$ cat src/hdl/can_id_traffic_monitor_table_macros.svh
// ----------------------------------------------------------------------------
// can_id_traffic_monitor_table_macros
// assertion macros used by the traffic monitor table rtl
// ----------------------------------------------------------------------------
`ifndef CAN_ID_TRAFFIC_MONITOR_TABLE_MACROS_SVH
`define CAN_ID_TRAFFIC_MONITOR_TABLE_MACROS_SVH

`ifndef SYNTH
// checked property, switched off while reset is applied
`define CTM_ASSERT(name, clk, rst_n, prop) \
  name: assert property (@(posedge clk) disable iff (!rst_n) prop) \
    else $error("ctm assertion failed");
// checked property, held during reset as well
`define CTM_ASSERT_ALWAYS(name, clk, prop) \
  name: assert property (@(posedge clk) prop) \
    else $error("ctm assertion failed");
`else
`define CTM_ASSERT(name, clk, rst_n, prop)
`define CTM_ASSERT_ALWAYS(name, clk, prop)
`endif

`endif

$ cat src/hdl/ctm_pkg.sv
// ----------------------------------------------------------------------------
// ctm_pkg
// types and constants of the can identifier traffic monitor table
// ----------------------------------------------------------------------------
`default_nettype none

package ctm_pkg;

  // one observed frame
  typedef struct packed {
    logic [7:0]  frame_kind;
    logic [28:0] frame_id;
    logic [31:0] stamp;
    logic [3:0]  data_len;
  } frame_t;

  // one result transaction
  typedef struct packed {
    logic [5:0]  row_index;
    logic        is_new;
    logic        table_full;
    logic [31:0] hit_total;
    logic        period_valid;
    logic [31:0] shown_period;
    logic [3:0]  length_out;
  } result_t;

  // contents of one table entry
  typedef struct packed {
    logic [28:0] slot_id;
    logic [7:0]  slot_kind;
    logic [31:0] slot_stamp;
    logic [31:0] slot_last_period;
    logic [31:0] slot_prior_period;
    logic [31:0] slot_hits;
  } entry_t;

  // write-back of the statistics of the selected entry
  typedef struct packed {
    logic [31:0] stamp;
    logic [31:0] last_period;
    logic [31:0] prior_period;
    logic [31:0] hits;
  } wb_t;

  // broadcast control from the sequencer to every cell
  typedef struct packed {
    logic compare;
    logic insert;
    logic pick;
    logic found;
    logic update;
    wb_t  wb;
  } ctl_t;

  // mean of three periods rounded to five: divide the sum by fifteen
  localparam int unsigned DIV_DIGITS   = 9;
  localparam int unsigned DIV_W        = 4 * DIV_DIGITS;
  localparam int unsigned DIVISOR      = 15;
  localparam int unsigned ROUND_UP_REM = 6;
  localparam int unsigned ROUND_STEP   = 5;

  localparam logic [31:0] COUNT_MAX = 32'hFFFF_FFFF;

endpackage

`default_nettype wire

$ cat src/hdl/ctm_cell.sv
// ----------------------------------------------------------------------------
// ctm_cell
// one table entry: key compare, shift from the left neighbour, update
// ----------------------------------------------------------------------------
`default_nettype none

module ctm_cell (
  input  wire  logic            clk_i,
  input  wire  logic            rst_ni,
  input  wire  ctm_pkg::ctl_t   ctl_i,
  input  wire  ctm_pkg::frame_t key_i,
  input  wire  logic            left_valid_i,
  input  wire  ctm_pkg::entry_t left_entry_i,
  input  wire  logic            left_pos_i,
  output logic                  valid_o,
  output ctm_pkg::entry_t       entry_o,
  output logic                  match_o,
  output logic                  pos_o
);

  logic            valid_q;
  logic            match_q;
  logic            pos_q;
  logic            sel_q;
  ctm_pkg::entry_t entry_q;
  logic            key_before;
  logic            key_equal;
  logic            boundary;

  assign key_equal  = (key_i.frame_id == entry_q.slot_id) &&
                      (key_i.frame_kind == entry_q.slot_kind);
  assign key_before = (key_i.frame_id < entry_q.slot_id) ||
                      ((key_i.frame_id == entry_q.slot_id) &&
                       (key_i.frame_kind < entry_q.slot_kind));
  // first cell at or after the insertion point
  assign boundary   = pos_q & ~left_pos_i;

  always_ff @(posedge clk_i or negedge rst_ni) begin
    if (!rst_ni) begin
      valid_q <= 1'b0;
      match_q <= 1'b0;
      pos_q   <= 1'b0;
      sel_q   <= 1'b0;
    end else begin
      if (ctl_i.compare) begin
        match_q <= valid_q & key_equal;
        pos_q   <= ~valid_q | key_before;
      end
      if (ctl_i.insert && pos_q) begin
        valid_q <= left_pos_i ? left_valid_i : 1'b1;
      end
      if (ctl_i.pick) begin
        sel_q <= ctl_i.found ? match_q : boundary;
      end
    end
  end

  always_ff @(posedge clk_i) begin
    if (ctl_i.insert && pos_q) begin
      if (left_pos_i) begin
        entry_q <= left_entry_i;
      end else begin
        entry_q.slot_id           <= key_i.frame_id;
        entry_q.slot_kind         <= key_i.frame_kind;
        entry_q.slot_stamp        <= key_i.stamp;
        entry_q.slot_last_period  <= '0;
        entry_q.slot_prior_period <= '0;
        entry_q.slot_hits         <= '0;
      end
    end else if (ctl_i.update && sel_q) begin
      entry_q.slot_stamp        <= ctl_i.wb.stamp;
      entry_q.slot_last_period  <= ctl_i.wb.last_period;
      entry_q.slot_prior_period <= ctl_i.wb.prior_period;
      entry_q.slot_hits         <= ctl_i.wb.hits;
    end
  end

  assign valid_o = valid_q;
  assign entry_o = entry_q;
  assign match_o = match_q;
  assign pos_o   = pos_q;

endmodule

`default_nettype wire

$ cat config.mk
export PLATFORM = sky130hd
export DESIGN_NAME = ctm_cell
export DESIGN_NICKNAME = d
export VERILOG_FILES = /design/src/hdl/can_id_traffic_monitor_table_macros.svh /design/src/hdl/ctm_pkg.sv /design/src/hdl/ctm_cell.sv
export SDC_FILE = /design/constraint.sdc
export NUM_CORES = 1
export LEC_CHECK = 0
export ABC_AREA = 1
export BUFFER_PORTS_ARGS = -buffer_cell sky130_fd_sc_hd__buf_2
export CORE_AREA = 2 2 211 213
export CTS_CLUSTER_DIAMETER = 100
export CTS_CLUSTER_SIZE = 10
export DETAILED_ROUTE_END_ITERATION = 8
export DIE_AREA = 0 0 213 215
export GPL_TIMING_DRIVEN = 1
export PLACE_DENSITY = 0.46
export SLEW_MARGIN = 0
export SYNTH_ARGS = -nofsm -noshare
export SYNTH_HDL_FRONTEND = slang
export SYNTH_SLANG_ARGS = --single-unit
$ cat constraint.sdc
create_clock -name clk_i -period 5 [get_ports clk_i]
set_input_delay 0.25 -clock clk_i [delete_from_list [all_inputs] [get_ports clk_i]]
set_output_delay 0.25 -clock clk_i [all_outputs]
set_load 0.01 [all_outputs]
* Word-level counts from Yosys, hierarchy flattened
Index checks and enable logic that the tools add are counted.
** Word-level totals
- Register bits after elaboration :: 169
- Bits in latches :: 0
- Bits in writable memories :: 0
- Memory bits (read-only) :: 0
- Bits of input ports :: 375
- Memories kept :: 0
** Operators by class
- Add/subtract/negate cells :: 0
- $mul :: 0
- Divide/modulo/power cells :: 0
- Order comparisons :: 2
- Equal/unequal tests :: 2
- Shift-type cells :: 0
- Muxes and demuxes :: 5
- Bitwise operators :: 5
- Reduce and logical (&&, ||, !) cells :: 6
** Operators with widths (count)
- $mux W128 :: 2
- $mux W165 :: 1
- $eq A29 B29 Y1 :: 1
- $lt A29 B29 Y1 :: 1
- $eq A8 B8 Y1 :: 1
- $lt A8 B8 Y1 :: 1
- $logic_and A1 B1 Y1 :: 4
- $and A1 B1 Y1 :: 2
- $mux W1 :: 2
- $not A1 Y1 :: 2
- $reduce_bool A2 Y1 :: 1
- $logic_or A1 B1 Y1 :: 1
- $or A1 B1 Y1 :: 1

* Depth between registers and ports, before layout
- Depth in word-level cells :: 4
- Depth in mapped cells :: 11

* Least setup slack after synthesis
Ideal clock, no wire load.
- Path kind :: reg2reg
- From :: register pos_q (netlist: pos_o)
- To :: register entry_q, in the netlist entry_o[0], enable pin
- Data arrival time :: 3675 ps
- Path slack :: 833 ps
- Stages on the path, launching flop included :: 6
- Period minus slack after synthesis :: 4167 ps
- Cells stage by stage :: dfrtp_1 > nand2_2 > buf_6 > buf_6 > buf_2 > nand2_1
** Between the ends
- Word-level cells in the longest chain between the ends :: 2
** RTL lines
- start: declaration :: RTL line ctm_cell.sv:23 : logic pos_q;
- start signal: assignment :: RTL line ctm_cell.sv:47 : pos_q <= ~valid_q | key_before;
- $logic_and A1 B1 Y1 :: RTL line ctm_cell.sv:59 : if (ctl_i.insert && pos_q) begin
- $reduce_bool A2 Y1 (no line)
- end signal: assignment :: RTL line ctm_cell.sv:61 : entry_q <= left_entry_i;
- end: declaration :: RTL line ctm_cell.sv:25 : ctm_pkg::entry_t entry_q;
No other way between the ends.
A chain may end at the register's enable or synchronous reset.

* Final worst setup path
- From :: register pos_q (netlist: pos_o)
- To :: register entry_q, in the netlist entry_o[122] (data pin)
** Between the ends
- Word-level cells in the longest chain between the ends :: 2
** RTL lines (RTL line)
- $logic_and A1 B1 Y1 :: ctm_cell.sv:59
- $mux W128 :: ctm_cell.sv:59
No other way between the ends.

==> impl_metrics.json <==
{
  "status": "finished clean",
  "crit_buf_inv": 2,
  "clock_latency_ns": 0.49,
  "syn_nets": 1361,
  "p_per_area_mw_per_mm2": 341,
  "row_count": 77,
  "yosys.cell_count.top_type": "nand2_1",
  "io_pins": 543,
  "cp.arrival_ns": 3.10,
  "power.leakage_nw": 6.26,
  "setup_viol_count_final": 0,
  "cp_cell_sequence": "nand2_8, inv_2, buf_4, nor2_1, a21oi_1",
  "grt_usage_pct": 15.3,
  "max_stage_delay_ns": 0.82,
  "ir_drop_uv": 228,
  "cts_hold_buf": 38,
  "ys_seq_area_share_pct": 57.8,
  "start_kind": "flop",
  "finalHoldViolations": 0,
  "ys.flop_type": "edfxtp_1",
  "preCtsSetupSlack_ns": 2.13,
  "area_delta_synth_final_pct": 48.2,
  "crit_type": "reg2reg",
  "rrSetupSlack_ns": 2.20,
  "postSynthCellCount": 949,
  "end_kind": "flop",
  "die_y_um": 215,
  "cts_buffers": 17,
  "finalMaxSlewViolations": 0,
  "crit_fanout": 89,
  "rsz0062_at_grt": "no",
  "port_buffers": 538,
  "min-delay-start": "left_entry_i[140]",
  "ys_types": 27,
  "final_antenna_net_count": 0,
  "core_sq_mm": 0.0436,
  "start_util_pct": 20.1,
  "synth_largest_area_cell": "edfxtp_1",
  "ys_ff_latch": 169,
  "holdPathStages": 3,
  "dr.pass1.iters": 5,
  "dp_hpwl_mm": 27.9,
  "crit_slowest_cell": "inv_2",
  "clock_path_buffers": 2,
  "clkTransAtPathRegs_ns": 0.07,
  "filler_cell_count": 4758,
  "cpLargestDelayFamily": "buffers and inverters",
  "vias_per_cell": 4.07,
  "yosysTopAreaCellShare_pct": 56.6,
  "die_w_um": 213,
  "met3_length_mm": 3.29,
  "timing.setup.tns_ns": 0,
  "grt_max_degree": 90,
  "synth_common_cells": "nand2_1 (386), edfxtp_1 (165), o21ai_0 (93), a21oi_1 (71), inv_1 (54)",
  "highest_layer": "met5",
  "cts_sinks": 169,
  "drv_cap": 0,
  "wire_per_inst_um": 17.1,
  "wl_met1_mm": 14.2,
  "max_freq_mhz": 357,
  "async_flop_share_pct": 2.37,
  "clockRootBuffer": "clkbuf_16",
  "htree_levels": 4,
  "cp_data_required_time_ns": 5.30,
  "synth_edf_count": 165,
  "cts_setup_buffers": 0,
  "fin_ws_ns": 2.20,
  "syn_avg_cell_area_sq_um": 9.22,
  "grt_pass1_wl_mm": 50.4,
  "layout.nets": 1910,
  "final_layout_size_suffix_gt1_share_pct": 39.2,
  "period_needed_ns": 2.80,
  "worst_pin_slew_ns": 0.928,
  "hp-class": "in2reg",
  "drtIter0Drc": 469,
  "worstReg2RegEnd": "entry_o[122]",
  "dieArea_sq_mm": 0.0458,
  "min_to": "entry_o[140]",
  "reg2reg_from": "pos_o",
  "slew_headroom_pct": 38.1,
  "vias": 8576,
  "reg2regPathDepth": 5,
  "ctsResizeCount": 0,
  "cts_tree": "built",
  "skew_ns": 0.0136,
  "gp_congestion": 0.838,
  "finalWirelength_mm": 36.0,
  "fin_crit_sh_pct": 56.1,
  "ys_top_cells_by_area": "edfxtp_1 (57%), nand2_1 (17%), o21ai_0 (5.3%)",
  "mappedNetlistArea_sq_mm": 0.00875,
  "antenna_found_initial": 11,
  "drc": 0,
  "dr_wl_met2_mm": 17.8,
  "grt_pass1_vias": 8273,
  "ys_warn_count": 0,
  "gr-total-overflow": 0
}
==> kinds of logic after synthesis <==
group,after synthesis,share of synthesized area [%]
AND/OR/NAND/NOR,452,19.9
flip-flops,169,57.8
buffers and inverters,110,6.31
AO/OA/AOI/OAI,181,10.7
adder cells (fa/ha/maj),37,5.29
==> area by class of cell <==
| cell class | count | area, sq um | area share [%] |
|---|---|---|---|
| flip-flops and latches | 169 | 5050 | 39.0 |
| multi-input cells | 670 | 3170 | 24.4 |
| repair buffers | 584 | 3150 | 24.3 |
| well taps | 592 | 741 | 5.71 |
| clock buffers | 17 | 425 | 3.28 |
| clock inverters | 15 | 211 | 1.63 |
| inverters | 56 | 210 | 1.62 |
| diodes | 3 | 7.51 | 0.0579 |
==> routing by layer <==
| layer | vias up | global-route usage [%] |
|---|---|---|
| met4 | 6 | 5.03 |
| met5 | - | 0 |
| met3 | 38 | 5.58 |
| met2 | 377 | 27.0 |
| li1 | 4263 | - |
| met1 | 3892 | 16.7 |
==> metrics by stage <==
stage | hold slack (ns) | cells | instance area [sq um] | utilization, % | power, mW
floorplan | -0.0456 | 949 | 8750 | - | 2.46
global placement | 0.0591 | 2033 | 11900 | 27.4 | 2.95
detailed placement | 0.0594 | 2033 | 11900 | 27.4 | 2.96
CTS | 0.000306 | 2103 | 13000 | 29.7 | 4.50
global route | 0.0288 | 2104 | 13000 | 29.7 | 4.65
finish | 0.0461 | 2106 | 13000 | 29.7 | 4.42
==> power by group <==
group | internal [mW] | leakage [nW] | total [mW] | switching, mW
clock | 0.845 | 0.309 | 1.49 | 0.646
combinational | 0.393 | 4.26 | 1.04 | 0.643
sequential | 1.83 | 1.69 | 1.90 | 0.0644
total | 3.07 | 6.26 | 4.42 | 1.35
==> layout by cell type (no fill, tap or decap), drive strengths merged <==
cell type / Yosys / routed
inv: 56 / 61
nand4: 1 / 1
clkinvlp: 0 / 1
ha: 37 / 37
a21o: 1 / 1
clkinv: 0 / 5
o21ai: 100 / 100
dfrtp: 4 / 4
nand3b: 1 / 1
nor3b: 1 / 1
nor2: 51 / 51
edfxtp: 165 / 165
a31oi: 1 / 1
o21bai: 1 / 1
a21oi: 77 / 77
nand3: 8 / 8
clkbuf: 14 / 17
dlygate4sd3: 0 / 38
diode: 0 / 3
bufinv: 0 / 4
nor4: 1 / 1
o21a: 1 / 1
nand2: 389 / 389
buf: 40 / 546
==> state kept, by name, summed over array words and instances, names as in the netlist <==
register and flops:
entry_o 165, valid_o 1, pos_o 1, sel_q 1
match_o 1
==> worst max path at each step <==
| stage | from | endpoint | slack, ns | depth (start not counted) |
|---|---|---|---|---|
| 2_1_floorplan | pos_o | entry_o[0] | 0.83 | 5 |
| 3_3_place_gp | pos_o | entry_o[122] | 2.16 | 5 |
| 6_report | pos_o | entry_o[122] | 2.20 | 5 |
| 4_1_cts | pos_o | entry_o[122] | 2.09 | 5 |
| 5_1_grt | pos_o | entry_o[122] | 1.99 | 5 |
| 3_5_place_dp | pos_o | entry_o[122] | 2.13 | 5 |
==> worst min-delay path, delay by kind of cell <==
family,cells,cell delay (ns)
buf+inv,1,0.08
simple gates,2,0.09
Power figures use the tool's default switching activity.
