## config.mk

```make
export PLATFORM = sky130hd
export DESIGN_NAME = ctm_div15
export DESIGN_NICKNAME = d
export VERILOG_FILES = /design/src/hdl/can_id_traffic_monitor_table_macros.svh /design/src/hdl/ctm_pkg.sv /design/src/hdl/ctm_div15.sv
export SDC_FILE = /design/constraint.sdc
export NUM_CORES = 1
export LEC_CHECK = 0
export ABC_CLOCK_PERIOD_IN_PS = 10200
export BUFFER_PORTS_ARGS = -buffer_cell sky130_fd_sc_hd__buf_2
export CORE_MARGIN = 2
export CORE_UTILIZATION = 40
export DETAILED_ROUTE_END_ITERATION = 8
export GPL_TIMING_DRIVEN = 0
export PLACE_DENSITY = 0.65
export SYNTH_ARGS = -nofsm -noshare
export SYNTH_HDL_FRONTEND = slang
export SYNTH_SLANG_ARGS = --single-unit
export TNS_END_PERCENT = 10
```

## constraint.sdc

```tcl
create_clock -name clk_i -period 10.2 [get_ports clk_i]
set_input_delay 0.51 -clock clk_i [delete_from_list [all_inputs] [get_ports clk_i]]
set_output_delay 0.51 -clock clk_i [all_outputs]
set_load 0.02 [all_outputs]
```

## src/hdl/can_id_traffic_monitor_table_macros.svh

```systemverilog
// ----------------------------------------------------------------------------
// can_id_traffic_monitor_table_macros
// assertion macros used by the traffic monitor table rtl
// ----------------------------------------------------------------------------
`ifndef CAN_ID_TRAFFIC_MONITOR_TABLE_MACROS_SVH
`define CAN_ID_TRAFFIC_MONITOR_TABLE_MACROS_SVH

`ifndef SYNTH
// checked property, switched off while reset is applied
`define CTM_ASSERT(name, clk, rst_n, prop) \
  name: assert property (@(posedge clk) disable iff (!rst_n) prop) \
    else $error("ctm assertion failed");
// checked property, held during reset as well
`define CTM_ASSERT_ALWAYS(name, clk, prop) \
  name: assert property (@(posedge clk) prop) \
    else $error("ctm assertion failed");
`else
`define CTM_ASSERT(name, clk, rst_n, prop)
`define CTM_ASSERT_ALWAYS(name, clk, prop)
`endif

`endif

```

## src/hdl/ctm_pkg.sv

```systemverilog
// ----------------------------------------------------------------------------
// ctm_pkg
// types and constants of the can identifier traffic monitor table
// ----------------------------------------------------------------------------
`default_nettype none

package ctm_pkg;

  // one observed frame
  typedef struct packed {
    logic [7:0]  frame_kind;
    logic [28:0] frame_id;
    logic [31:0] stamp;
    logic [3:0]  data_len;
  } frame_t;

  // one result transaction
  typedef struct packed {
    logic [5:0]  row_index;
    logic        is_new;
    logic        table_full;
    logic [31:0] hit_total;
    logic        period_valid;
    logic [31:0] shown_period;
    logic [3:0]  length_out;
  } result_t;

  // contents of one table entry
  typedef struct packed {
    logic [28:0] slot_id;
    logic [7:0]  slot_kind;
    logic [31:0] slot_stamp;
    logic [31:0] slot_last_period;
    logic [31:0] slot_prior_period;
    logic [31:0] slot_hits;
  } entry_t;

  // write-back of the statistics of the selected entry
  typedef struct packed {
    logic [31:0] stamp;
    logic [31:0] last_period;
    logic [31:0] prior_period;
    logic [31:0] hits;
  } wb_t;

  // broadcast control from the sequencer to every cell
  typedef struct packed {
    logic compare;
    logic insert;
    logic pick;
    logic found;
    logic update;
    wb_t  wb;
  } ctl_t;

  // mean of three periods rounded to five: divide the sum by fifteen
  localparam int unsigned DIV_DIGITS   = 9;
  localparam int unsigned DIV_W        = 4 * DIV_DIGITS;
  localparam int unsigned DIVISOR      = 15;
  localparam int unsigned ROUND_UP_REM = 6;
  localparam int unsigned ROUND_STEP   = 5;

  localparam logic [31:0] COUNT_MAX = 32'hFFFF_FFFF;

endpackage

`default_nettype wire

```

## src/hdl/ctm_div15.sv

```systemverilog
// ----------------------------------------------------------------------------
// ctm_div15
// divide by fifteen: shifted partial sums, then a small remainder fix-up
// ----------------------------------------------------------------------------
`default_nettype none

module ctm_div15 (
  input  wire  logic                      clk_i,
  input  wire  logic                      rst_ni,
  input  wire  logic                      start_i,
  input  wire  logic [ctm_pkg::DIV_W-1:0] num_i,
  output logic                            done_o,
  output logic [ctm_pkg::DIV_W-1:0]       quo_o,
  output logic [3:0]                      rem_o
);

  // x / 15 is close to the sum of x shifted down by every multiple of four bits
  localparam int unsigned GROUP_TERMS = 3;
  localparam int unsigned GROUPS      = ctm_pkg::DIV_DIGITS / GROUP_TERMS;

  logic [2:0]                stage_q;
  logic                      done_q;
  logic [ctm_pkg::DIV_W-1:0] num_q;
  logic [ctm_pkg::DIV_W-1:0] grp_q [GROUPS];
  logic [ctm_pkg::DIV_W-1:0] grp_d [GROUPS];
  logic [ctm_pkg::DIV_W-1:0] est_q;
  logic [ctm_pkg::DIV_W-1:0] est_d;
  logic [7:0]                rem_raw;
  logic [7:0]                rem_fix;
  logic [3:0]                fix_d;
  logic [ctm_pkg::DIV_W-1:0] quo_q;
  logic [3:0]                rem_q;

  // partial sums of the shifted dividend
  always_comb begin
    for (int g = 0; g < GROUPS; g++) begin
      grp_d[g] = '0;
      for (int j = 0; j < GROUP_TERMS; j++) begin
        grp_d[g] = grp_d[g] + (num_q >> (4 * (g * GROUP_TERMS + j + 1)));
      end
    end
  end

  always_comb begin
    est_d = '0;
    for (int g = 0; g < GROUPS; g++) begin
      est_d = est_d + grp_q[g];
    end
  end

  // the estimate is short by at most nine, so num - 15 * est fits in a byte
  always_comb begin
    rem_raw = num_q[7:0] - {est_q[3:0], 4'b0000} + est_q[7:0];
    rem_fix = rem_raw;
    fix_d   = '0;
    for (int b = 3; b >= 0; b--) begin
      if (rem_fix >= 8'(ctm_pkg::DIVISOR << b)) begin
        rem_fix  = rem_fix - 8'(ctm_pkg::DIVISOR << b);
        fix_d[b] = 1'b1;
      end
    end
  end

  always_ff @(posedge clk_i or negedge rst_ni) begin
    if (!rst_ni) begin
      stage_q <= '0;
      done_q  <= 1'b0;
    end else begin
      stage_q <= {stage_q[1:0], start_i};
      done_q  <= stage_q[2];
    end
  end

  always_ff @(posedge clk_i) begin
    if (start_i) begin
      num_q <= num_i;
    end
    if (stage_q[0]) begin
      grp_q <= grp_d;
    end
    if (stage_q[1]) begin
      est_q <= est_d;
    end
    if (stage_q[2]) begin
      quo_q <= est_q + ctm_pkg::DIV_W'(fix_d);
      rem_q <= rem_fix[3:0];
    end
  end

  assign done_o = done_q;
  assign quo_o  = quo_q;
  assign rem_o  = rem_q;

endmodule

`default_nettype wire

```

**After elaboration in Yosys (flattened, before gate mapping)**

Index checks and enable logic that the tools add are counted.

- Flip-flop bits (word level): 224
- Input port bits: 39
- Output and inout bits: 41
- Word-level logic and storage cells: 35

- Add/subtract/negate cells: 14
- Magnitude comparators: 4
- Muxes and demuxes: 8

Operator list:

| operator | number |
|---|---|
| $add 36x36->36 | 2 |
| $add 36x4->36 | 1 |
| $add 33x24->34 | 1 |
| $add 32x28->33 | 1 |
| $mux 8 | 3 |
| $add 21x12->22 | 1 |
| $add 20x16->21 | 1 |
| $add 8x4->9 | 1 |
| $add 8x8->8 | 1 |
| $ge 8x4->1 const B | 1 |
| $ge 8x5->1 const B | 1 |
| $ge 8x6->1 const B | 1 |
| $ge 8x7->1 const B | 1 |
| $sub 8x5->8 const B | 1 |
| $sub 8x6->8 const B | 1 |
| $sub 8x7->8 const B | 1 |
| $sub 8x8->8 | 1 |
| $mux 1 | 4 |
| $mux 4 | 1 |
| $sub 4x4->4 const B | 1 |

**Logic depth before layout (Yosys ltp)**

Gate-level depths: netlist of the first run.

- Depth in word-level cells: 11
- Mapped depth: 33

**Worst setup path after synthesis of the first run**

OpenSTA, ideal clock, no wires.

- Kind: register to register
- Start: reg num_q[6] in the netlist's numbering
- End: reg quo_q, in the netlist quo_o[30], data pin
- Arrival: 6.282 ns
- Path slack: 3.661 ns
- Cell stages (with the launch flop): 30
- Buffers on the path: 1
- Clock period less this slack: 6.539 ns
- Cell sequence: edfxtp_1 > inv_1 > fa_1 > inv_1 > ha_1 > or3_1 > o22ai_1 > nor2_8 > a21o_4 > a21oi_1 > ha_1 > clkbuf_1 > a211o_1 > a31oi_4 > xnor2_1 > ha_1 > nand2_1 > o21ai_2 > a31oi_1 > o221a_2 > a311oi_2 > inv_1 > ha_1 > fa_1 > a21o_1 > a21oi_1 > or3_1 > nor3_1 > nand3_1 > xnor2_1

- Cells in the longest elaborated chain, start to end: 11
- Elaborated cells on any way between the ends: 17
- Classes of those cells: 6 x add/sub; 4 x order compare; 7 x mux

RTL lines:

| element | line | RTL |
|---|---|---|
| start, declared | ctm_div15.sv:23 | `logic [ctm_pkg::DIV_W-1:0] num_q;` |
| start signal, assigned | ctm_div15.sv:76 | `num_q <= num_i;` |
| $sub 8x8->8 (*) | ctm_div15.sv:53 | `rem_raw = num_q[7:0] - {est_q[3:0], 4'b0000} + est_q[7:0];` |
| $add 8x8->8 (*) | ctm_div15.sv:53 |  |
| $sub 8x7->8 / $ge 8x7->1 (equally long branches) | ctm_div15.sv:58, ctm_div15.sv:57 |  |
| $mux 8 | ctm_div15.sv:57 | `if (rem_fix >= 8'(ctm_pkg::DIVISOR << b)) begin` |
| $sub 8x6->8 / $ge 8x6->1 (equally long branches) | ctm_div15.sv:58, ctm_div15.sv:57 |  |
| $mux 8 | ctm_div15.sv:57 |  |
| $sub 8x5->8 / $ge 8x5->1 (equally long branches) | ctm_div15.sv:58, ctm_div15.sv:57 |  |
| $mux 8 | ctm_div15.sv:57 |  |
| $ge 8x4->1 | ctm_div15.sv:57 |  |
| $mux 1 | ctm_div15.sv:57 |  |
| $add 36x4->36 (*) | ctm_div15.sv:85 | `quo_q <= est_q + ctm_pkg::DIV_W'(fix_d);` |
| end signal, assigned | ctm_div15.sv:85 |  |
| end, declared | ctm_div15.sv:31 | `logic [ctm_pkg::DIV_W-1:0] quo_q;` |

Every way passes the cells marked *; elsewhere a longest branch is shown, timed or not.
A chain may end at the register's enable or synchronous reset.

**Worst setup path after layout of the first run**

Ends and elaborated chain as after synthesis.

==> impl_metrics.csv, run 1 <==
group,metric,value,unit
status,outcome,"completed",
worst_setup_path,worstPathArrival,8020,ps
timing,fin_tns_setup,0,ps
timing,rsz0062_at_grt,"no",
timing,final-setup-viol-count,0,
yosys,ys_ff_latch,176,
timing,hold_viol_final,0,
yosys,ys_types,84,
drt,drtIter0Drc,445,
yosys,synth_top_area_share,46.1,%
drt,first_pass_iters,7,
placed_design,place.gp.congestion,0.902,
cells_and_area,layout_commonest_cell,"edfxtp_1",
yosys,ys_seq_area_share,47.0,%
worst_hold_path,hp-class,"primary input to flip-flop",
worst_setup_path,path_common_cell,"ha_1",
floorplan,coreArea,27700,um^2
drt,wl_per_cell,14.9,um
clock_tree,cts_buffers,17,
floorplan,core.rowCount,61,
cells_and_area,finish.utilization,45.8,%
yosys,async_flop_share,2.27,%
placed_design,dp_slack,2410,ps
cells_and_area,nets,1221,
global_route,antenna_found_initial,0,
global_route,overflow,0,
worst_setup_path,critPathRequiredTime,10400,ps
drt,ant_nets,0,
timing,fmax,0.128,GHz
floorplan,io_pins,80,
placed_design,hpwl,17200,um
placed_design,io_buffers,78,
clock_tree,post_cts_buffers,0,
timing,worst_slack,2380,ps
worst_setup_path,crit_path_end_kind,"flip-flop",
drt,via_per_inst,4.97,
timing,period_minus_slack,7820,ps
floorplan,die_height,171,um
yosys,synth.cell_area,11200,um^2
worst_setup_path,cp_slowest_cell,"a21oi_1",
timing,fin_skew,10.2,ps
timing,slew_headroom,31.2,%
floorplan,start_util,40.5,%
floorplan,die-area,29400,um^2
cells_and_area,areaGrowthSynthToFinish,13.3,%
global_route,grt_first_pass_wirelength,35500,um
clock_tree,path_clk_slew,80,ps
yosys,syn-num-nets,1122,
drt,remaining_drc_errors,0,
timing,tightest_slew,1010,ps
yosys,syn_inst,957,
worst_setup_path,startpoint_type,"flip-flop",
worst_setup_path,max_stage_delay,620,ps
clock_tree,clk_path_buf_depth,2,
placed_design,placed_cells,1414,
drt,dr_total_vias,7195,
floorplan,die_w,171,um
worst_setup_path,crit_type,"flip-flop to flip-flop",
clock_tree,htree_levels,4,
yosys,synthFlopType,"edfxtp_1",
drt,drt_wl_total,21600,um
run,max_cap_violations,0,
clock_tree,cts-root-buf,"clkbuf_16",
cells_and_area,layout_common_cells,"edfxtp_1, ha_1, buf_2, inv_1, xnor2_1",
cells_and_area,fin_cells,1448,
yosys,syn_avg_cell_area,11.7,um^2
cells_and_area,final_layout_size_suffix_gt1_share,13.9,%
yosys,yosysWarningCount,0,
global_route,grt_pass1_vias,7051,
clock_tree,cts_tree,"built",
yosys,synth_area_leader_cell,"edfxtp_1",
timing,slew_violations,0,
global_route,grt_max_degree,41,
clock_tree,cts_resized,0,
yosys,synth-edff-count,172,
yosys,synth_area_leaders,"edfxtp_1, ha_1, fa_1",
global_route,grtUsageTotal,15.5,%
worst_setup_path,critical_path.max_fanout,10,
clock_tree,clock-sinks,176,
timing,fin_crit_sh,76.6,%
clock_tree,clk-insertion-delay-late,440,ps
cell usage after synthesis, types with 3 or more instances:
cell type / instances
nand3_1: 26
nor4_1: 4
xnor2_1: 74
and4_1: 3
ha_1: 83
fa_1: 43
o21bai_1: 7
nand4_1: 14
clkbuf_1: 18
a21oi_1: 52
a21boi_0: 12
a211oi_1: 4
o22ai_1: 3
xor2_1: 42
dfrtp_1: 4
nor3b_1: 3
nand2b_1: 8
o31ai_1: 3
o21a_1: 3
nand2_1: 60
mux2i_1: 3
nor2b_1: 15
nor3_1: 14
and2_1: 3
or2_2: 4
and3_1: 12
inv_1: 74
edfxtp_1: 172
a21o_1: 19
o21ai_0: 41
a31oi_1: 12
nor2_1: 59
final cells by class:
| cell class | count | area [um^2] |
|---|---|---|
| Fill cell | 2517 | 15000 |
| Multi-Input combinational cell | 680 | 5540 |
| Sequential cell | 176 | 5270 |
| Tap cell | 378 | 473 |
| Clock buffer | 17 | 425 |
| Timing Repair Buffer | 80 | 420 |
| Inverter | 76 | 288 |
| Clock inverter | 15 | 164 |
| Buffer | 25 | 119 |
| Antenna cell | 1 | 2.50 |
stage by stage:
step           cell area, um^2  hold WS, ps
2_1_floorplan            11200          214
3_3_place_gp             12100          321
3_5_place_dp             12100          321
4_1_cts                  12700          225
5_1_grt                  12700          224
6_report                 12700          239
state kept, by name, summed over array words and instances (netlist names):
| name | cells |
|---|---|
| grp_q | 63 |
| stage_q | 3 |
| est_q | 34 |
| done_o | 1 |
| quo_o | 35 |
| num_q | 36 |
| rem_o | 4 |
cells by family (layout without fill, tap and decap cells):
kind of cell	count (synthesis)	after routing	share of synthesized area, %
compound gates	190	190	11.5
fa+ha+maj	126	126	16.9
simple gates	240	240	11.0
xor+xnor	117	117	9.21
other cells	1	2	0.0335
flops	176	176	47.0
buf+inv	101	213	3.63
mux	6	6	0.670
routing by layer:
layer  GRT usage, %  part of all wire, %
met4           4.05                  1.1
met1           21.7                   49
met3           2.65                  4.6
met5              0                    0
met2           24.9                   46
worst paths after layout:
kind	startpoint	endpoint	slack, ps	cells past startpoint
max	num_q[6]$_DFFE_PP_	quo_o[30]$_DFFE_PP_	2380	31
min	num_i[26]	num_q[26]$_DFFE_PP_	240	1
max reg2reg	num_q[6]$_DFFE_PP_	quo_o[30]$_DFFE_PP_	2380	31
min reg2reg	est_q[16]$_DFFE_PP_	quo_o[16]$_DFFE_PP_	580	1
max in group asynchronous	rst_ni	stage_q[2]$_DFF_PN0_	9670	2
min in group asynchronous	rst_ni	stage_q[0]$_DFF_PN0_	390	2
critical path: cells and delay by family, from the launching register on:
kind / cells / cell delay (ps)
AND/OR/NAND/NOR: 6 / 890
adder cells (fa/ha/maj): 6 / 1980
flip-flops: 1 / 460
AO/OA/AOI/OAI: 11 / 2800
buffers and inverters: 5 / 790
XOR/XNOR: 3 / 620
what timing repair did:
action | CTS | global route
hold buffers | 1 | 0
endpoints found under the hold margin | 4 | 0
endpoints found under the setup margin | 0 | 0
Power of run 1 is left out: the tool's default activity adds up to more than one toggle a clock period on the data nets, which glitch-free logic cannot reach.
==> run 2, diff against run 1 <==
--- a/config.mk
+++ b/config.mk
@@ -5,13 +5,13 @@
 export SDC_FILE = /design/constraint.sdc
 export NUM_CORES = 1
 export LEC_CHECK = 0
-export ABC_CLOCK_PERIOD_IN_PS = 10200
+export ABC_CLOCK_PERIOD_IN_PS = 7000
 export BUFFER_PORTS_ARGS = -buffer_cell sky130_fd_sc_hd__buf_2
 export CORE_MARGIN = 2
 export CORE_UTILIZATION = 40
 export DETAILED_ROUTE_END_ITERATION = 8
 export GPL_TIMING_DRIVEN = 0
-export PLACE_DENSITY = 0.65
+export PLACE_DENSITY = 0.67
 export SYNTH_ARGS = -nofsm -noshare
 export SYNTH_HDL_FRONTEND = slang
 export SYNTH_SLANG_ARGS = --single-unit
==> constraint.sdc (replaced) <==
create_clock -name clk_i -period 7 [get_ports clk_i]
set_input_delay 0.35 -clock clk_i [delete_from_list [all_inputs] [get_ports clk_i]]
set_output_delay 0.35 -clock clk_i [all_outputs]
set_load 0.02 [all_outputs]
==> run 2 against run 1 <==
  * Design area is 1.2% higher
  * Register-to-register slack got worse by 2000 ps
  * Critical path depth down 1
  * Die area stayed put
  * Sequential share of layout area decreased by 0.47 points
  * Clock skew rose by 2.6 ps
  * Utilization grew 0.53 points
  * Via count shrank 1.2%
  * Critical endpoint unchanged
  * Largest cell class unchanged
  * Highest routed layer unchanged
==> impl_metrics.csv, run 2 (synthesis gave the netlist of run 1 again) <==
group,metric,value,unit
placed_design,place.gp.congestion,0.894,
worst_hold_path,hp-class,"primary input to flip-flop",
placed_design,hpwl,17300,um
timing,tightest_slew,974,ps
timing,hold_viol_final,0,
drt,remaining_drc_errors,0,
global_route,grtUsageTotal,15.4,%
clock_tree,clk_path_buf_depth,2,
worst_setup_path,crit_type,"flip-flop to flip-flop",
timing,rsz0062_at_grt,"no",
cells_and_area,nets,1228,
drt,wl_per_cell,14.8,um
worst_setup_path,path_buf_inv,4,
worst_setup_path,max_stage_delay,560,ps
worst_setup_path,worstPathArrival,6760,ps
clock_tree,path_clk_slew,80,ps
timing,final-setup-viol-count,0,
floorplan,core.rowCount,61,
timing,slew_headroom,33.4,%
status,outcome,"completed",
placed_design,io_buffers,78,
worst_setup_path,critical_path.max_fanout,10,
worst_setup_path,reg2reg_depth,30,
timing,slew_violations,0,
timing,fmax,0.152,GHz
worst_setup_path,critPathRequiredTime,7190,ps
drt,drt_wl_total,21500,um
clock_tree,cts-root-buf,"clkbuf_16",
drt,via_per_inst,4.89,
global_route,grt_pass1_vias,6913,
worst_setup_path,startpoint_type,"flip-flop",
cells_and_area,final_layout_size_suffix_gt1_share,15.6,%
cells_and_area,diodes,0,
worst_hold_path,whs_path_depth,1,
global_route,grt_max_degree,41,
floorplan,start_util,40.5,%
floorplan,die_height,171,um
cells_and_area,largest_reg_flops,63,
cells_and_area,finish.utilization,46.4,%
timing,worst_slack,429,ps
timing,fin_skew,12.7,ps
worst_setup_path,path_depth,30,
clock_tree,cts_buffers,17,
clock_tree,clock-sinks,176,
cells_and_area,largest_register,"grp_q",
cells_and_area,areaGrowthSynthToFinish,14.6,%
drt,first_pass_iters,4,
timing,period_minus_slack,6570,ps
floorplan,die_w,171,um
timing,fin_crit_sh,93.9,%
run,max_cap_violations,0,
worst_setup_path,crit_path_end_kind,"flip-flop",
clock_tree,clk-insertion-delay-late,430,ps
worst_setup_path,crit_family,"compound AO/OA/AOI/OAI gates",
floorplan,coreArea,27700,um^2
clock_tree,cts_tree,"built",
cells_and_area,fill_cells,2533,
cells_and_area,layout_common_cells,"edfxtp_1, ha_1, buf_2, inv_1, xnor2_1",
global_route,grt_first_pass_wirelength,35200,um
worst_setup_path,r2r_slack,430,ps
cells_and_area,layout_commonest_cell,"edfxtp_1",
placed_design,dp_slack,-801,ps
global_route,antenna_found_initial,0,
global_route,overflow,0,
cells_and_area,design_area,12800,um^2
floorplan,io_pins,80,
clock_tree,htree_levels,4,
drt,drtIter0Drc,442,
worst_setup_path,cp_slowest_cell,"fa_1",
floorplan,die-area,29400,um^2
drt,dr_total_vias,7108,
placed_design,placed_area,12100,um^2
drt,ant_nets,0,
-- run 2: cell types whose count changed in the layout (fill, tap and decap cells not counted), moves of 2 or more --
cell	change
a21oi_4	+3
buf_4	+9
inv_8	+2
clkbuf_1	-2
inv_6	-2
a21oi_1	-3
-- run 2: final cells by class --
type / count / area, um^2 / share of cell area (%)
Clock inverter: 15 / 160 / 1.25
Multi-Input combinational cell: 680 / 5630 / 43.8
Buffer: 23 / 111 / 0.867
Sequential cell: 176 / 5270 / 41.0
Inverter: 76 / 288 / 2.24
Timing Repair Buffer: 89 / 488 / 3.80
Clock buffer: 17 / 425 / 3.31
Tap cell: 378 / 473 / 3.68
-- run 2: final timing paths --
check,startpoint,to
max,est_q[1]$_DFFE_PP_,quo_o[30]$_DFFE_PP_
min,num_i[33],num_q[33]$_DFFE_PP_
max reg2reg,est_q[1]$_DFFE_PP_,quo_o[30]$_DFFE_PP_
min reg2reg,est_q[16]$_DFFE_PP_,quo_o[16]$_DFFE_PP_
max in group asynchronous,rst_ni,stage_q[0]$_DFF_PN0_
min in group asynchronous,rst_ni,stage_q[1]$_DFF_PN0_
-- run 2: per-layer routing --
layer  vias to the layer above  share of wire [%]  global-route usage [%]
met3                        22                3.1                    2.62
li1                       3649                  -                       -
met5                         -                  0                       0
met1                      3289                 50                    21.8
met4                         0                2.1                    5.23
met2                       148                 44                    23.9
-- run 2: through the flow --
| step | cells | setup TNS, ps | hold slack [ps] |
|---|---|---|---|
| after global placement | 1413 | -11520 | 161 |
| after CTS | 1450 | 0 | 63.6 |
| final | 1454 | 0 | 85.1 |
| after global routing | 1454 | 0 | 68.0 |
| after floorplan | 957 | 0 | 54.4 |
| after detailed placement | 1414 | -15340 | 162 |
-- run 2: timing repair --
item,4_1_cts,5_1_grt
gates resized for setup,10,6
hold endpoints to repair,4,0
pin swaps,3,1
endpoints found under the setup margin,31,31
hold buffers,1,0
buffers inserted,4,5
Power of run 2 is left out for the same reason.
==> run 3, diff against run 2 <==
--- a/config.mk
+++ b/config.mk
@@ -5,7 +5,7 @@
 export SDC_FILE = /design/constraint.sdc
 export NUM_CORES = 1
 export LEC_CHECK = 0
-export ABC_CLOCK_PERIOD_IN_PS = 7000
+export ABC_CLOCK_PERIOD_IN_PS = 5900
 export BUFFER_PORTS_ARGS = -buffer_cell sky130_fd_sc_hd__buf_2
 export CORE_MARGIN = 2
 export CORE_UTILIZATION = 40
==> constraint.sdc (replaced) <==
create_clock -name clk_i -period 5.9 [get_ports clk_i]
set_input_delay 0.295 -clock clk_i [delete_from_list [all_inputs] [get_ports clk_i]]
set_output_delay 0.295 -clock clk_i [all_outputs]
set_load 0.02 [all_outputs]
==> run 3 against run 2 <==
  * Sequential share of layout area fell by 1.8 points
  * Critical endpoint is now quo_o[28]$_DFFE_PP_
  * Non-clock buffer count rose by 38
  * Critical path depth rose by 1
  * Die area did not move
  * Wire length rose by 6.0%
  * Sequential cell count did not move
  * Global-route usage rose by 0.83 points
==> impl_metrics.csv, run 3 (synthesis gave the netlist of run 1 again) <==
group,metric,value,unit
clock_tree,path_clk_slew,80,ps
clock_tree,cts_buffers,17,
floorplan,die-area,29400,um^2
cells_and_area,diodes,0,
worst_hold_path,hold_end,"num_q[25]$_DFFE_PP_",
floorplan,start_util,40.5,%
global_route,grtUsageTotal,16.2,%
global_route,grt_first_pass_wirelength,36800,um
clock_tree,cts-root-buf,"clkbuf_16",
drt,dr_total_vias,7428,
worst_setup_path,r2r_slack,20,ps
cells_and_area,layout_common_cells,"edfxtp_1, buf_2, ha_1, xnor2_1, inv_1",
worst_hold_path,holdCritStartpoint,"num_i[25]",
drt,drtIter0Drc,495,
worst_hold_path,hp-class,"primary input to flip-flop",
cells_and_area,largest_reg_flops,63,
run,max_cap_violations,0,
cells_and_area,layout_commonest_cell,"edfxtp_1",
clock_tree,clk-insertion-delay-late,440,ps
floorplan,die_height,171,um
worst_setup_path,max_stage_delay,520,ps
global_route,grt_max_degree,41,
placed_design,io_buffers,78,
global_route,grt_pass1_vias,7267,
cells_and_area,seq_area,5270,um^2
timing,slew_violations,0,
floorplan,die_w,171,um
drt,wl_per_cell,15.2,um
cells_and_area,areaGrowthSynthToFinish,19.8,%
worst_setup_path,cp_slowest_cell,"fa_1",
worst_setup_path,crit_path_end_kind,"flip-flop",
timing,final-setup-viol-count,0,
clock_tree,clock-sinks,176,
clock_tree,htree_levels,4,
drt,via_per_inst,4.98,
drt,remaining_drc_errors,0,
worst_setup_path,worstPathArrival,6070,ps
timing,fin_tns_setup,0,ps
drt,first_pass_iters,5,
cells_and_area,fill_cells,2482,
timing,period_minus_slack,5880,ps
floorplan,coreArea,27700,um^2
clock_tree,clk_path_buf_depth,2,
timing,fin_skew,11.2,ps
drt,drt_wl_total,22700,um
placed_design,place.gp.congestion,0.902,
worst_setup_path,critical_path.max_fanout,6,
worst_setup_path,startpoint_type,"flip-flop",
worst_setup_path,critPathRequiredTime,6090,ps
floorplan,core.rowCount,61,
floorplan,io_pins,80,
worst_hold_path,whs_path_depth,1,
global_route,overflow,0,
worst_setup_path,reg2reg_depth,31,
worst_setup_path,crit_type,"flip-flop to flip-flop",
timing,fin_crit_sh,99.7,%
worst_setup_path,reg2reg_to,"quo_o[28]$_DFFE_PP_",
drt,ant_nets,0,
cells_and_area,multi_input_area,5910,um^2
status,outcome,"completed",
cells_and_area,largest_register,"grp_q",
clock_tree,cts_tree,"built",
timing,fmax,0.170,GHz
global_route,antenna_found_initial,0,
worst_setup_path,crit_family,"adder cells",
timing,rsz0062_at_grt,"yes",
worst_setup_path,path_buf_inv,6,
worst_setup_path,r2r_start,"est_q[4]$_DFFE_PP_",
timing,slew_headroom,34.0,%
placed_design,hpwl,17400,um
timing,hold_viol_final,0,
timing,tightest_slew,965,ps
cells_and_area,nets,1266,
cells_and_area,final_layout_size_suffix_gt1_share,22.1,%
==> run 3: worst max path at each step <==
stage / from / end / slack [ps] / cells after the start
final: est_q[4]$_DFFE_PP_ / quo_o[28]$_DFFE_PP_ / 20 / 31
after floorplan: est_q[1]$_DFFE_PP_ / quo_o[28]$_DFFE_PP_ / 5 / 29
after detailed placement: num_q[6]$_DFFE_PP_ / quo_o[27]$_DFFE_PP_ / -780 / 32
after global routing: est_q[4]$_DFFE_PP_ / quo_o[32]$_DFFE_PP_ / -320 / 31
after CTS: est_q[1]$_DFFE_PP_ / quo_o[30]$_DFFE_PP_ / -100 / 28
after global placement: num_q[6]$_DFFE_PP_ / quo_o[31]$_DFFE_PP_ / -720 / 32
==> run 3: cell type report <==
class,instances,share of cell area (%)
Multi-Input combinational cell,680,44.0
Clock buffer,17,3.17
Tap cell,378,3.52
Inverter,76,2.16
Buffer,23,0.904
Timing Repair Buffer,127,5.81
Clock inverter,15,1.19
Sequential cell,176,39.2
==> run 3: through the flow <==
step | setup WS [ps] | hold WS (ps) | cells | util, % | area [um^2]
floorplan | 5.11 | -0.591 | 957 | - | 11400
global placement | -720 | 104 | 1413 | 44.2 | 12300
detailed placement | -785 | 105 | 1414 | 44.3 | 12300
CTS | -100 | 7.35 | 1480 | 47.8 | 13200
global route | -321 | 7.20 | 1492 | 48.5 | 13400
finish | 20.4 | 29.3 | 1492 | 48.5 | 13400
==> run 3: timing repair <==
| item | 4_1_cts | 5_1_grt |
|---|---|---|
| pin swaps | 32 | 30 |
| setup buffers | 36 | 12 |
| hold buffers | 1 | 0 |
| resized for setup | 24 | 21 |
| setup endpoints to repair | 32 | 31 |
| hold endpoints to repair | 4 | 0 |
==> run 3: worst register-to-register path: cells and delay by family, from the launching register on <==
family | cells | cell delay, ps
compound gates | 8 | 1510
xor+xnor | 4 | 660
simple gates | 7 | 830
buf+inv | 6 | 610
fa+ha+maj | 6 | 1640
flops | 1 | 380
==> run 3: metal layers <==
layer	track usage [%]	vias to the layer above	routed length (um)
met5	0	-	0
met4	4.53	0	277
met3	2.37	24	793
met2	26.7	179	10900
met1	22.5	3504	10800
li1	-	3721	-
Power of run 3 is left out for the same reason.
